**config.mk**
```make
export PLATFORM = sky130hd
export DESIGN_NAME = esp3_frame_sync_hex_stream
export DESIGN_NICKNAME = d
export VERILOG_FILES = /design/src/sv/efs_pkg.sv /design/src/sv/esp3_frame_sync_hex_stream.sv /design/src/sv/efs_front.sv /design/src/sv/efs_fifo.sv /design/src/sv/efs_back.sv
export SDC_FILE = /design/constraint.sdc
export NUM_CORES = 1
export LEC_CHECK = 0
export BUFFER_PORTS_ARGS = -buffer_cell sky130_fd_sc_hd__buf_2
export CAP_MARGIN = 25
export CORE_MARGIN = 2
export CORE_UTILIZATION = 37
export CTS_CLUSTER_DIAMETER = 80
export DETAILED_ROUTE_END_ITERATION = 16
export PLACE_DENSITY = 0.58
export SLEW_MARGIN = 20
export SYNTH_ARGS = -nofsm -noshare
export SYNTH_HDL_FRONTEND = slang
export SYNTH_SLANG_ARGS = --single-unit
```
**constraint.sdc**
```tcl
create_clock -name clk -period 11.5 [get_ports clk]
set_input_delay 2.3 -clock clk [delete_from_list [all_inputs] [get_ports clk]]
set_output_delay 2.3 -clock clk [all_outputs]
set_load 0.03 [all_outputs]
```
**src/sv/efs_pkg.sv**
```systemverilog
// Shared constants, command type and CRC/hex helpers for the frame sync block.
`timescale 1ns / 1ps

package efs_pkg;

    localparam logic [7:0] SYNC_BYTE = 8'h55;
    localparam logic [7:0] CRC_POLY  = 8'h07;
    localparam logic [7:0] CHAR_CR   = 8'd13;
    localparam logic [7:0] CHAR_LF   = 8'd10;

    // Parser phases
    localparam logic [2:0] PH_SYNC = 3'd0;
    localparam logic [2:0] PH_LENH = 3'd1;
    localparam logic [2:0] PH_LENL = 3'd2;
    localparam logic [2:0] PH_OPT  = 3'd3;
    localparam logic [2:0] PH_TYPE = 3'd4;
    localparam logic [2:0] PH_CRC  = 3'd5;
    localparam logic [2:0] PH_BODY = 3'd6;

    // Command kinds passed from front to back
    localparam logic [1:0] KIND_CHAR = 2'd0;  // raw character
    localparam logic [1:0] KIND_END  = 2'd1;  // bare end mark
    localparam logic [1:0] KIND_HEX  = 2'd2;  // one byte as two hex chars
    localparam logic [1:0] KIND_HDR  = 2'd3;  // sync + five header bytes as hex

    localparam int FIFO_DEPTH = 4;
    localparam int FIFO_AW    = 2;

    localparam logic [3:0] HDR_LAST_IDX = 4'd11;

    typedef struct packed {
        logic [1:0]      kind;
        logic [4:0][7:0] bytes;
        logic            last;
    } efs_cmd_t;

    // Bitwise CRC-8 of a 32-bit message, MSB first. Elaboration use only.
    function automatic logic [7:0] crc8_msg(input logic [31:0] msg);
        logic [7:0] c;
        logic       fb;
        int         k;
        c = '0;
        for (k = 31; k >= 0; k--) begin
            fb = c[7] ^ msg[k];
            c  = {c[6:0], 1'b0} ^ (fb ? CRC_POLY : 8'h00);
        end
        return c;
    endfunction

    // CRC contribution of each bit of the header byte at position pos (0 first).
    function automatic logic [63:0] crc_cols(input int pos);
        logic [63:0] cols;
        logic [31:0] msg;
        int          i;
        cols = '0;
        for (i = 0; i < 8; i++) begin
            msg = 32'(32'd1 << i) << (8 * (3 - pos));
            cols[8*i +: 8] = crc8_msg(msg);
        end
        return cols;
    endfunction

    localparam logic [63:0] CRC_COLS0 = crc_cols(0);
    localparam logic [63:0] CRC_COLS1 = crc_cols(1);
    localparam logic [63:0] CRC_COLS2 = crc_cols(2);
    localparam logic [63:0] CRC_COLS3 = crc_cols(3);

    // GF(2) matrix times byte: XOR of the columns of the set bits.
    function automatic logic [7:0] crc_apply(input logic [63:0] cols, input logic [7:0] x);
        logic [7:0] r;
        int         i;
        r = '0;
        for (i = 0; i < 8; i++) begin
            if (x[i])
                r = r ^ cols[8*i +: 8];
        end
        return r;
    endfunction

    // CRC-8 over the four header bytes, init 0, CRC is linear so terms add.
    function automatic logic [7:0] crc8_hdr(input logic [7:0] b0, input logic [7:0] b1,
                                            input logic [7:0] b2, input logic [7:0] b3);
        return crc_apply(CRC_COLS0, b0) ^ crc_apply(CRC_COLS1, b1)
             ^ crc_apply(CRC_COLS2, b2) ^ crc_apply(CRC_COLS3, b3);
    endfunction

    function automatic logic [7:0] hex_char(input logic [3:0] nib);
        return (nib < 4'd10) ? (8'h30 + {4'h0, nib}) : (8'h37 + {4'h0, nib});
    endfunction

endpackage

```
**src/sv/esp3_frame_sync_hex_stream.sv**
```systemverilog
// Top level of the serial frame sync and hex character streamer.
`timescale 1ns / 1ps

// Usage notes
// - Input channel (in_valid/in_stall, rx_byte, rx_error): one received serial
//   byte per transfer. Bytes flagged with rx_error are consumed and dropped.
// - Output channel (out_valid/out_stall, out_char, char_valid, msg_last): one
//   character per transfer. char_valid low marks a bare end of message.
// - Config channel (cfg_valid/cfg_ready, cfg_data): frame_mode, 0 line mode,
//   1 sync frame mode. cfg_ready is always high; write only while idle.
// - Path: a byte's first character is registered in the command queue, the
//   command register and the output register. The back end emits one character
//   per cycle while out_stall is low. An input byte yields one character (line
//   mode), two (frame body), twelve (header on a good CRC) or none. A 4-entry
//   command queue lets the parser keep taking bytes while characters drain.
// - in_stall rises only when the queue is full; out_stall holds the output
//   register, and back pressure reaches the input once the queue fills.
// - Reset (rst_n low, async): line mode, parser hunting for sync, queue and
//   output empty.

module esp3_frame_sync_hex_stream
(
    input  logic       clk,
    input  logic       rst_n,
    input  logic       in_valid,
    output logic       in_stall,
    input  logic [7:0] rx_byte,
    input  logic       rx_error,
    output logic       out_valid,
    input  logic       out_stall,
    output logic [7:0] out_char,
    output logic       char_valid,
    output logic       msg_last,
    input  logic       cfg_valid,
    output logic       cfg_ready,
    input  logic       cfg_data
);

    efs_pkg::efs_cmd_t push_cmd;
    efs_pkg::efs_cmd_t fifo_cmd;
    logic              push;
    logic              pop;
    logic              fifo_full;
    logic              fifo_empty;

    assign cfg_ready = 1'b1;
    assign in_stall  = fifo_full;  // parser never pushes into a full queue

    efs_front u_front
    (
        .clk      (clk),
        .rst_n    (rst_n),
        .in_valid (in_valid),
        .in_stall (in_stall),
        .rx_byte  (rx_byte),
        .rx_error (rx_error),
        .cfg_we   (cfg_valid && cfg_ready),
        .cfg_data (cfg_data),
        .push     (push),
        .push_cmd (push_cmd)
    );

    efs_fifo u_fifo
    (
        .clk      (clk),
        .rst_n    (rst_n),
        .push     (push),
        .push_cmd (push_cmd),
        .pop      (pop),
        .pop_cmd  (fifo_cmd),
        .full     (fifo_full),
        .empty    (fifo_empty)
    );

    efs_back u_back
    (
        .clk        (clk),
        .rst_n      (rst_n),
        .fifo_cmd   (fifo_cmd),
        .fifo_empty (fifo_empty),
        .pop        (pop),
        .out_valid  (out_valid),
        .out_stall  (out_stall),
        .out_char   (out_char),
        .char_valid (char_valid),
        .msg_last   (msg_last)
    );

endmodule

```
**src/sv/efs_front.sv**
```systemverilog
// Front end: takes received bytes, runs the line/frame parser, queues commands.
`timescale 1ns / 1ps

module efs_front
(
    input  logic             clk,
    input  logic             rst_n,
    input  logic             in_valid,
    input  logic             in_stall,
    input  logic [7:0]       rx_byte,
    input  logic             rx_error,
    input  logic             cfg_we,
    input  logic             cfg_data,
    output logic             push,
    output efs_pkg::efs_cmd_t push_cmd
);

    logic        frame_mode_reg, frame_mode_next;
    logic [2:0]  phase_reg, phase_next;
    logic [7:0]  lh_reg, lh_next;
    logic [7:0]  ll_reg, ll_next;
    logic [7:0]  op_reg, op_next;
    logic [7:0]  ty_reg, ty_next;
    logic [16:0] cnt_reg, cnt_next;
    logic [16:0] tot_reg, tot_next;

    logic        accept;
    logic [7:0]  crc_calc;
    logic [16:0] cnt_inc;

    assign accept   = in_valid && !in_stall && !rx_error;
    assign crc_calc = efs_pkg::crc8_hdr(lh_reg, ll_reg, op_reg, ty_reg);
    assign cnt_inc  = cnt_reg + 17'd1;

    always_comb
    begin
        frame_mode_next = cfg_we ? cfg_data : frame_mode_reg;
        phase_next      = phase_reg;
        lh_next         = lh_reg;
        ll_next         = ll_reg;
        op_next         = op_reg;
        ty_next         = ty_reg;
        cnt_next        = cnt_reg;
        tot_next        = tot_reg;
        push            = 1'b0;
        push_cmd        = '0;

        if (accept)
        begin
            if (!frame_mode_reg)
            begin
                if (rx_byte == efs_pkg::CHAR_LF)
                begin
                    push          = 1'b1;
                    push_cmd.kind = efs_pkg::KIND_END;
                    push_cmd.last = 1'b1;
                end
                else if (rx_byte != efs_pkg::CHAR_CR)
                begin
                    push              = 1'b1;
                    push_cmd.kind     = efs_pkg::KIND_CHAR;
                    push_cmd.bytes[0] = rx_byte;
                end
            end
            else
            begin
                unique case (phase_reg)
                    efs_pkg::PH_LENH:
                    begin
                        lh_next    = rx_byte;
                        phase_next = efs_pkg::PH_LENL;
                    end
                    efs_pkg::PH_LENL:
                    begin
                        ll_next    = rx_byte;
                        phase_next = efs_pkg::PH_OPT;
                    end
                    efs_pkg::PH_OPT:
                    begin
                        op_next    = rx_byte;
                        phase_next = efs_pkg::PH_TYPE;
                    end
                    efs_pkg::PH_TYPE:
                    begin
                        ty_next    = rx_byte;
                        phase_next = efs_pkg::PH_CRC;
                    end
                    efs_pkg::PH_CRC:
                    begin
                        // realign on the first sync byte inside the header on failure
                        priority if (crc_calc == rx_byte)
                        begin
                            push              = 1'b1;
                            push_cmd.kind     = efs_pkg::KIND_HDR;
                            push_cmd.bytes[0] = lh_reg;
                            push_cmd.bytes[1] = ll_reg;
                            push_cmd.bytes[2] = op_reg;
                            push_cmd.bytes[3] = ty_reg;
                            push_cmd.bytes[4] = rx_byte;
                            cnt_next          = '0;
                            tot_next          = {1'b0, lh_reg, ll_reg} + {9'd0, op_reg}
                                              + 17'd1;
                            phase_next        = efs_pkg::PH_BODY;
                        end
                        else if (lh_reg == efs_pkg::SYNC_BYTE)
                        begin
                            lh_next    = ll_reg;
                            ll_next    = op_reg;
                            op_next    = ty_reg;
                            ty_next    = rx_byte;
                            phase_next = efs_pkg::PH_CRC;
                        end
                        else if (ll_reg == efs_pkg::SYNC_BYTE)
                        begin
                            lh_next    = op_reg;
                            ll_next    = ty_reg;
                            op_next    = rx_byte;
                            phase_next = efs_pkg::PH_TYPE;
                        end
                        else if (op_reg == efs_pkg::SYNC_BYTE)
                        begin
                            lh_next    = ty_reg;
                            ll_next    = rx_byte;
                            phase_next = efs_pkg::PH_OPT;
                        end
                        else if (ty_reg == efs_pkg::SYNC_BYTE)
                        begin
                            lh_next    = rx_byte;
                            phase_next = efs_pkg::PH_LENL;
                        end
                        else if (rx_byte == efs_pkg::SYNC_BYTE)
                            phase_next = efs_pkg::PH_LENH;
                        else
                            phase_next = efs_pkg::PH_SYNC;
                    end
                    efs_pkg::PH_BODY:
                    begin
                        cnt_next          = cnt_inc;
                        push              = 1'b1;
                        push_cmd.kind     = efs_pkg::KIND_HEX;
                        push_cmd.bytes[0] = rx_byte;
                        push_cmd.last     = (cnt_inc >= tot_reg);
                        if (cnt_inc >= tot_reg)
                            phase_next = efs_pkg::PH_SYNC;
                    end
                    default:
                    begin
                        // hunting for sync; unused code 7 lands here too
                        phase_next = (rx_byte == efs_pkg::SYNC_BYTE) ? efs_pkg::PH_LENH
                                                                     : efs_pkg::PH_SYNC;
                    end
                endcase
            end
        end
    end

    always_ff @(posedge clk or negedge rst_n)
    begin
        if (!rst_n)
        begin
            frame_mode_reg <= 1'b0;
            phase_reg      <= efs_pkg::PH_SYNC;
            lh_reg         <= '0;
            ll_reg         <= '0;
            op_reg         <= '0;
            ty_reg         <= '0;
            cnt_reg        <= '0;
            tot_reg        <= '0;
        end
        else
        begin
            frame_mode_reg <= frame_mode_next;
            phase_reg      <= phase_next;
            lh_reg         <= lh_next;
            ll_reg         <= ll_next;
            op_reg         <= op_next;
            ty_reg         <= ty_next;
            cnt_reg        <= cnt_next;
            tot_reg        <= tot_next;
        end
    end

endmodule

```
**src/sv/efs_fifo.sv**
```systemverilog
// Small command queue between the parser front end and the character back end.
`timescale 1ns / 1ps

module efs_fifo
(
    input  logic              clk,
    input  logic              rst_n,
    input  logic              push,
    input  efs_pkg::efs_cmd_t push_cmd,
    input  logic              pop,
    output efs_pkg::efs_cmd_t pop_cmd,
    output logic              full,
    output logic              empty
);

    efs_pkg::efs_cmd_t               mem_reg [efs_pkg::FIFO_DEPTH];
    logic [efs_pkg::FIFO_AW-1:0]     wr_ptr_reg, wr_ptr_next;
    logic [efs_pkg::FIFO_AW-1:0]     rd_ptr_reg, rd_ptr_next;
    logic [efs_pkg::FIFO_AW:0]       count_reg, count_next;
    logic                            do_push;
    logic                            do_pop;

    assign full    = (count_reg == (efs_pkg::FIFO_AW+1)'(efs_pkg::FIFO_DEPTH));
    assign empty   = (count_reg == '0);
    assign do_push = push && !full;
    assign do_pop  = pop && !empty;
    assign pop_cmd = mem_reg[rd_ptr_reg];

    always_comb
    begin
        wr_ptr_next = do_push ? wr_ptr_reg + 1'b1 : wr_ptr_reg;
        rd_ptr_next = do_pop  ? rd_ptr_reg + 1'b1 : rd_ptr_reg;
        count_next  = count_reg;
        if (do_push && !do_pop)
            count_next = count_reg + 1'b1;
        else if (do_pop && !do_push)
            count_next = count_reg - 1'b1;
    end

    always_ff @(posedge clk)
    begin
        if (do_push)
            mem_reg[wr_ptr_reg] <= push_cmd;
    end

    always_ff @(posedge clk or negedge rst_n)
    begin
        if (!rst_n)
        begin
            wr_ptr_reg <= '0;
            rd_ptr_reg <= '0;
            count_reg  <= '0;
        end
        else
        begin
            wr_ptr_reg <= wr_ptr_next;
            rd_ptr_reg <= rd_ptr_next;
            count_reg  <= count_next;
        end
    end

endmodule

```
**src/sv/efs_back.sv**
```systemverilog
// Back end: commands become registered characters, one per cycle unless stalled.
`timescale 1ns / 1ps

module efs_back
(
    input  logic              clk,
    input  logic              rst_n,
    input  efs_pkg::efs_cmd_t fifo_cmd,
    input  logic              fifo_empty,
    output logic              pop,
    output logic              out_valid,
    input  logic              out_stall,
    output logic [7:0]        out_char,
    output logic              char_valid,
    output logic              msg_last
);

    efs_pkg::efs_cmd_t cmd_reg, cmd_next;
    logic              cmd_valid_reg, cmd_valid_next;
    logic [3:0]        idx_reg, idx_next;
    logic              out_valid_reg, out_valid_next;
    logic [7:0]        out_char_reg, out_char_next;
    logic              char_valid_reg, char_valid_next;
    logic              msg_last_reg, msg_last_next;

    logic              advance;
    logic              cmd_done;
    logic [3:0]        last_idx;
    logic [7:0]        sel_byte;
    logic [7:0]        hex_out;

    assign advance = !out_valid_reg || !out_stall;

    always_comb
    begin
        unique case (cmd_reg.kind)
            efs_pkg::KIND_HEX: last_idx = 4'd1;
            efs_pkg::KIND_HDR: last_idx = efs_pkg::HDR_LAST_IDX;
            default:           last_idx = 4'd0;
        endcase
    end

    // header byte order: sync, len high, len low, opt len, type, crc
    always_comb
    begin
        if (cmd_reg.kind == efs_pkg::KIND_HDR)
        begin
            unique case (idx_reg[3:1])
                3'd1:    sel_byte = cmd_reg.bytes[0];
                3'd2:    sel_byte = cmd_reg.bytes[1];
                3'd3:    sel_byte = cmd_reg.bytes[2];
                3'd4:    sel_byte = cmd_reg.bytes[3];
                3'd5:    sel_byte = cmd_reg.bytes[4];
                default: sel_byte = efs_pkg::SYNC_BYTE;
            endcase
        end
        else
            sel_byte = cmd_reg.bytes[0];
    end

    assign hex_out  = efs_pkg::hex_char(idx_reg[0] ? sel_byte[3:0] : sel_byte[7:4]);
    assign cmd_done = cmd_valid_reg && advance && (idx_reg == last_idx);
    assign pop      = !fifo_empty && (!cmd_valid_reg || cmd_done);

    always_comb
    begin
        cmd_next        = cmd_reg;
        cmd_valid_next  = cmd_valid_reg;
        idx_next        = idx_reg;
        out_valid_next  = out_valid_reg;
        out_char_next   = out_char_reg;
        char_valid_next = char_valid_reg;
        msg_last_next   = msg_last_reg;

        if (advance)
        begin
            out_valid_next = cmd_valid_reg;
            if (cmd_valid_reg)
            begin
                idx_next = idx_reg + 4'd1;
                unique case (cmd_reg.kind)
                    efs_pkg::KIND_CHAR:
                    begin
                        out_char_next   = cmd_reg.bytes[0];
                        char_valid_next = 1'b1;
                        msg_last_next   = cmd_reg.last;
                    end
                    efs_pkg::KIND_END:
                    begin
                        out_char_next   = 8'h00;
                        char_valid_next = 1'b0;
                        msg_last_next   = 1'b1;
                    end
                    efs_pkg::KIND_HEX:
                    begin
                        out_char_next   = hex_out;
                        char_valid_next = 1'b1;
                        msg_last_next   = cmd_reg.last && idx_reg[0];
                    end
                    default:
                    begin
                        out_char_next   = hex_out;
                        char_valid_next = 1'b1;
                        msg_last_next   = 1'b0;
                    end
                endcase
            end
        end

        if (pop)
        begin
            cmd_next       = fifo_cmd;
            cmd_valid_next = 1'b1;
            idx_next       = 4'd0;
        end
        else if (cmd_done)
            cmd_valid_next = 1'b0;
    end

    always_ff @(posedge clk)
    begin
        cmd_reg        <= cmd_next;
        out_char_reg   <= out_char_next;
        char_valid_reg <= char_valid_next;
        msg_last_reg   <= msg_last_next;
    end

    always_ff @(posedge clk or negedge rst_n)
    begin
        if (!rst_n)
        begin
            cmd_valid_reg <= 1'b0;
            idx_reg       <= '0;
            out_valid_reg <= 1'b0;
        end
        else
        begin
            cmd_valid_reg <= cmd_valid_next;
            idx_reg       <= idx_next;
            out_valid_reg <= out_valid_next;
        end
    end

    assign out_valid  = out_valid_reg;
    assign out_char   = out_char_reg;
    assign char_valid = char_valid_reg;
    assign msg_last   = msg_last_reg;

endmodule

```
After elaboration in Yosys (flattened, before gate mapping)
Memory sizes are Yosys's and may differ from the RTL's. A register that Yosys moved wholly into a read port is not among the register bits.
Index checks and enable logic that the tools add are counted.
{ "totals": {"reg_bits": 93, "ramBits": 172, "wordCells": 228, "memories": 1} }
{ "memory_table": {"columns": ["name", "words", "width", "read_ports", "rd_ports_with_merged_regs", "write_ports", "line", "source"], "rows": [
  ["u_fifo.mem_reg", 4, 43, 1, 1, 1, "efs_fifo.sv:16", "efs_pkg::efs_cmd_t mem_reg [efs_pkg::FIFO_DEPTH];"]
]} }
{ "op_classes": {"n_addsub": 10, "n_lt_le_gt_ge": 2, "n_eq_ne": 31, "mux": 96, "bitwise_logic": 31, "reduce_logical": 40} }
{ "ops": {"columns": ["op", "count"], "rows": [
  ["$mux 8", 31],
  ["$pmux 8 s2", 6],
  ["$mux 32", 2],
  ["$mux 7", 9],
  ["$not 5->5", 9],
  ["$mux 43", 1],
  ["$mux 42", 1],
  ["$eq 8x7->1 const B", 5],
  ["$pmux 8 s5", 1],
  ["$add 17x1->17 const B", 2],
  ["$pmux 17 s2", 1],
  ["$not 2->3", 11],
  ["$mux 3", 9],
  ["$mux 4", 6],
  ["$mux 6", 4],
  ["$xor 8x8->8", 3],
  ["$not 3->3", 7],
  ["$reduce_and 5->1", 4],
  ["$eq 3x3->1 const B", 6],
  ["$pmux 3 s6", 1],
  ["$reduce_bool 2->1", 9],
  ["$add 16x8->17", 1],
  ["$ge 17x17->1", 1],
  ["$mux 17", 1],
  ["other kinds (36)", 79]
]} }

Longest topological paths before layout
{ "depth": {"word_depth": 28, "mapped_depth": 16, "mapped_depth_nobuf": 15} }

Hierarchy
A second synthesis with hierarchy kept.
{ "unflattened": {"cells_unflattened": 1185, "area_unflattened_um2": 15217.1} }
{ "by_module_without_submodules": {"columns": ["mod", "instances", "cells_per_inst", "area_per_inst_um2"], "rows": [
  ["efs_fifo", 1, 261, 6693.9],
  ["efs_front", 1, 733, 5864.4],
  ["efs_back", 1, 189, 2647.5],
  ["esp3_frame_sync_hex_stream", 1, 2, 11.3]
]} }

Worst setup path before layout
Ideal clock, no wire load.
{ "synth_timing": {"path_kind": "in2reg", "startpoint": "input rx_byte[0]", "endpoint": "memory u_fifo.mem_reg[0][0] (netlist bit) (enable)", "arrival_time_ns": 5.460, "t_required_ns": 11.095, "path_slack_ns": 5.635, "cell_stages": 9, "n_path_buf": 1, "cell_sequence": "buf_4 > xnor3_1 > xnor2_1 > xnor2_1 > or3_1 > a2111oi_4 > nand2_2 > a31oi_4 > and2_1"} }
{ "synth_between": {"elab_chain_len": 8} }
{ "synth_rtl": {"columns": ["element", "line", "source"], "rows": [
  ["from (decl)", "esp3_frame_sync_hex_stream.sv:27", "input logic [7:0] rx_byte,"],
  ["$eq 8x8->1 or $ne 8x4->1 (tied branches)", "efs_front.sv:91, efs_front.sv:58", null],
  ["$mux 1, on equally long branches", "efs_front.sv:91, efs_front.sv:58", null],
  ["$pmux 1 s2 or $mux 1 (tied branches)", "efs_front.sv:67, efs_front.sv:52", null],
  ["$mux 1 *", "efs_front.sv:50", "if (!frame_mode_reg)"],
  ["$mux 1 *", "efs_front.sv:48", "if (accept)"],
  ["$logic_and 1x1->1 *", "efs_fifo.sv:25", "assign do_push = push && !full;"],
  ["named net u_fifo.do_push", "efs_fifo.sv:20", "logic do_push;"],
  ["$mux 1 *", "efs_fifo.sv:42", "if (do_push)"],
  ["$mux 1 (implied by the code) *", "efs_fifo.sv:43", "mem_reg[wr_ptr_reg] <= push_cmd;"],
  ["to (decl)", "efs_fifo.sv:16", null]
]} }
Mark *: on every way through the listed nets, which the timed path passes. The rest lies on a longest branch.

Worst setup path in the final report
{ "layout_timing": {"startpoint": "input rx_byte[0]", "endpoint": "memory u_fifo.mem_reg[3][22] (netlist bit) (enable)"} }
The elaborated chain is that of the path after synthesis.

==> flow_summary.yaml <==
synth:
  ys_ff_latch: 308
  seq_area_frac_synth: 0.5805
  synth_top_family_by_area: "multiplexers"
  synth_top_area_share: 0.4440
  synthMuxAreaShare: 0.09868
  ys_warn_count: 0
  syn_area_um2: 15220
  syn-num-nets: 1193
  synth_edf_count: 225
  syn_inst: 1136
  synth_area_leaders: "edfxtp_1 44%, dfrtp_1 14%, mux4_2 6.4%, xnor2_1 3.5%, ha_1 3.3%"
  synthArstFlopShare: 0.2695
  ys_types: 64
  synth-simple-area-share: 0.08371
  synth-main-ff-cell: "edfxtp_1"
  synth_fa_ha_area_frac: 0.03552
  synth_top_cell_by_area: "edfxtp_1"
  synth_area_per_cell_um2: 13.39
  synth-compound-area-share: 0.09851
  synthXorXnorAreaFrac: 0.07179
clock_network:
  clkSinkCount: 308
  clock_latency_ns: 0.53
  numCtsBuffers: 35
  clock_path_buffers: 3
  cts_tree: "done"
  h-tree-depth: 2
  cts.clk_slew.worst_paths_ns: 0.05
  cts_setup_buffers: 0
  postCtsHoldBufs: 0
  cts-resized-gates: 0
  cts_root_buf: "clkbuf_16"
grt:
  first_global_vias: 9115
  gr-total-overflow: 0
  grt.total_usage: 0.1664
  grt_max_degree: 70
  grt_antenna_before_repair: 0
  grt_pass1_wl_mm: 54.02
timing:
  tns_ns: 0
  finalCriticalPeriod_ns: 5.914
  hold_viol: 0
  rsz0062_at_grt: "no"
  finalSetupViolCount: 0
  skew_ns: 0.01499
  slew_viol_final: 0
  max_freq_ghz: 0.1691
  worst_pin_slew_ns: 0.9718
  relSlewSlack: 0.3498
  min_period_over_period: 0.5143
floorplan:
  die_width_um: 206.8
  rows: 74
  start_util: 0.3735
  die_height_um: 206.8
  io_pins: 28
  core_um2: 40740
  die_area_um2: 42760
layout:
  largest_register_ffs: 172
  fin_util: 0.4156
  n_antenna_cell: 0
  finalInstanceArea_um2: 16930
  syn2layout_area_growth_pct: 11.27
  layout.nets: 1195
  drive_above_1_share: 0.1495
detailed_routing:
  drtPass1Iterations: 6
  drtIter0Drc: 664
  drc: 0
  wl_per_cell_um: 20.41
  via_count: 9157
  drt-total-wl_mm: 34.62
  vias_per_cell: 5.399
  final_antenna_net_count: 0
power_and_ir_drop:
  pwr-share-comb: 0.318
  ir_drop_v: 0.0001403
  seqPwrFrac: 0.404
  p_int_uw: 2611
  p_sw_uw: 1214
  switching_share: 0.3174
  power.leakage_uw: 0.006299
  p_per_area_nw_per_um2: 225.9
  clkPwrFrac: 0.278
hold_path:
  hp-start: "u_front.tot_reg[8]$_DFFE_PN0P_"
  min_path_type: "register to register"
worst_setup_path:
  crit_required_ns: 11.68
  rr_startpoint: "u_front.op_reg[4]$_DFFE_PN0P_"
  worst-setup-path-type: "input port to register"
  critPathMaxFanout: 23
  critPathCaptureType: "register"
  crit_path_start: "rx_byte[0]"
  worstPathArrival_ns: 6.10
  start_kind: "input port"
placement:
  place_congestion: 0.9197
  dpl.hpwl_mm: 23.55
  io_buffers: 26
  place_area_um2: 15800
flow_run:
  maxCapViolCount: 0
run_status:
  status: "complete, no violations"
## worst max-delay path, stage by stage
cell	delay (ns)
buf_2	0.20
xnor3_1	0.44
xnor2_1	0.15
xnor2_1	0.15
or3_1	0.40
a2111oi_4	0.83
nand2_2	0.29
a31oi_4	0.32
and2_2	0.55
buf_4	0.43
## layout by cell type, fill, tap and decap left out, types with 8 or more instances in the layout
cell type | netlist | final
edfxtp_1 | 225 | 225
dfrtp_1 | 83 | 81
xnor2_1 | 61 | 61
nand2_1 | 58 | 58
nor2_1 | 58 | 58
a21oi_1 | 55 | 55
o21ai_0 | 48 | 48
mux4_2 | 43 | 43
ha_1 | 40 | 40
inv_1 | 38 | 38
clkbuf_16 | 0 | 35
and2_1 | 37 | 32
xor2_1 | 25 | 25
buf_2 | 14 | 25
mux2i_1 | 24 | 24
nand3_1 | 24 | 24
mux2_2 | 24 | 24
o22ai_1 | 20 | 20
a21o_1 | 17 | 17
buf_4 | 3 | 17
a211oi_1 | 14 | 14
xnor3_1 | 14 | 14
a22o_1 | 12 | 12
nand4_1 | 12 | 12
clkbuf_1 | 56 | 12
a32o_1 | 11 | 11
nand2b_1 | 10 | 10
nor2b_1 | 10 | 10
o31ai_1 | 10 | 10
nor3_1 | 8 | 8
and3_1 | 8 | 8
a22oi_1 | 8 | 8
## power groups by stage
stage                     sequential [µW]  combinational [µW]  clock (µW)
after global routing                 1560                1330        1140
final                                1550                1220        1060
after floorplan                      1480                1020           0
after CTS                            1540                1230        1090
after global placement               1560                1220           0
after detailed placement             1560                1220           0
## Yosys cell counts, drive strengths merged (22+ instances only)
library cell and count:
edfxtp 225, dfrtp 83, xnor2 61, nand2 59, nor2 59, clkbuf 56, a21oi 55, o21ai 48
mux4 43, ha 40, inv 38, and2 37, mux2 26, xor2 25, mux2i 24, nand3 24
buf 22
## per-stage QoR
step | cells | setup slack (ns) | hold WS, ns | total power, µW
4_1_cts | 1693 | 5.573 | 0.4895 | 3866
2_1_floorplan | 1136 | 5.635 | 0.4471 | 2506
3_5_place_dp | 1630 | 5.027 | 0.4751 | 2787
5_1_grt | 1696 | 5.311 | 0.5137 | 4028
3_3_place_gp | 1630 | 5.074 | 0.4685 | 2777
6_report | 1696 | 5.586 | 0.4853 | 3825
## per-layer routing
metal / wire, µm / global-route usage / share of wire / vias to the layer above
li1: - / - / - / 4267
met1: 15420 / 0.2257 / 0.45 / 4572
met2: 16490 / 0.2714 / 0.48 / 248
met3: 1696 / 0.02810 / 0.049 / 70
met4: 1011 / 0.05826 / 0.029 / 0
met5: 0 / 0 / 0 / -
## cells by family (layout without fill, tap and decap cells)
kind of cell | after synthesis | in the layout
AND/OR/NAND/NOR | 251 | 251
XOR/XNOR | 101 | 101
multiplexers | 93 | 93
adder cells (fa/ha/maj) | 42 | 42
other | 1 | 1
flip-flops | 308 | 308
AO/OA/AOI/OAI | 224 | 224
buffers and inverters | 116 | 144
## path summary, 6_finish.rpt
kind,to,slack (ns),cells after the start
min in group asynchronous,u_front.frame_mode_reg$_DFFE_PN0P_,1.65,1
max in group asynchronous,u_front.tot_reg[3]$_DFFE_PN0P_,8.87,3
max reg2reg,u_fifo.mem_reg[3][22]$_DFFE_PP_,6.81,9
min reg2reg,u_front.tot_reg[8]$_DFFE_PN0P_,0.49,2
min,u_front.tot_reg[8]$_DFFE_PN0P_,0.49,2
max,u_fifo.mem_reg[3][22]$_DFFE_PP_,5.59,10
## layout make-up
cell class,count,area [µm²]
Clock inverter,14,147.6
Tap cell,532,665.6
Fill cell,3748,23810
Timing Repair Buffer,43,272.8
Inverter,38,142.6
Multi-Input combinational cell,712,5917
Sequential cell,308,8836
Clock buffer,49,948.4
(Power assumes the default switching activity.)
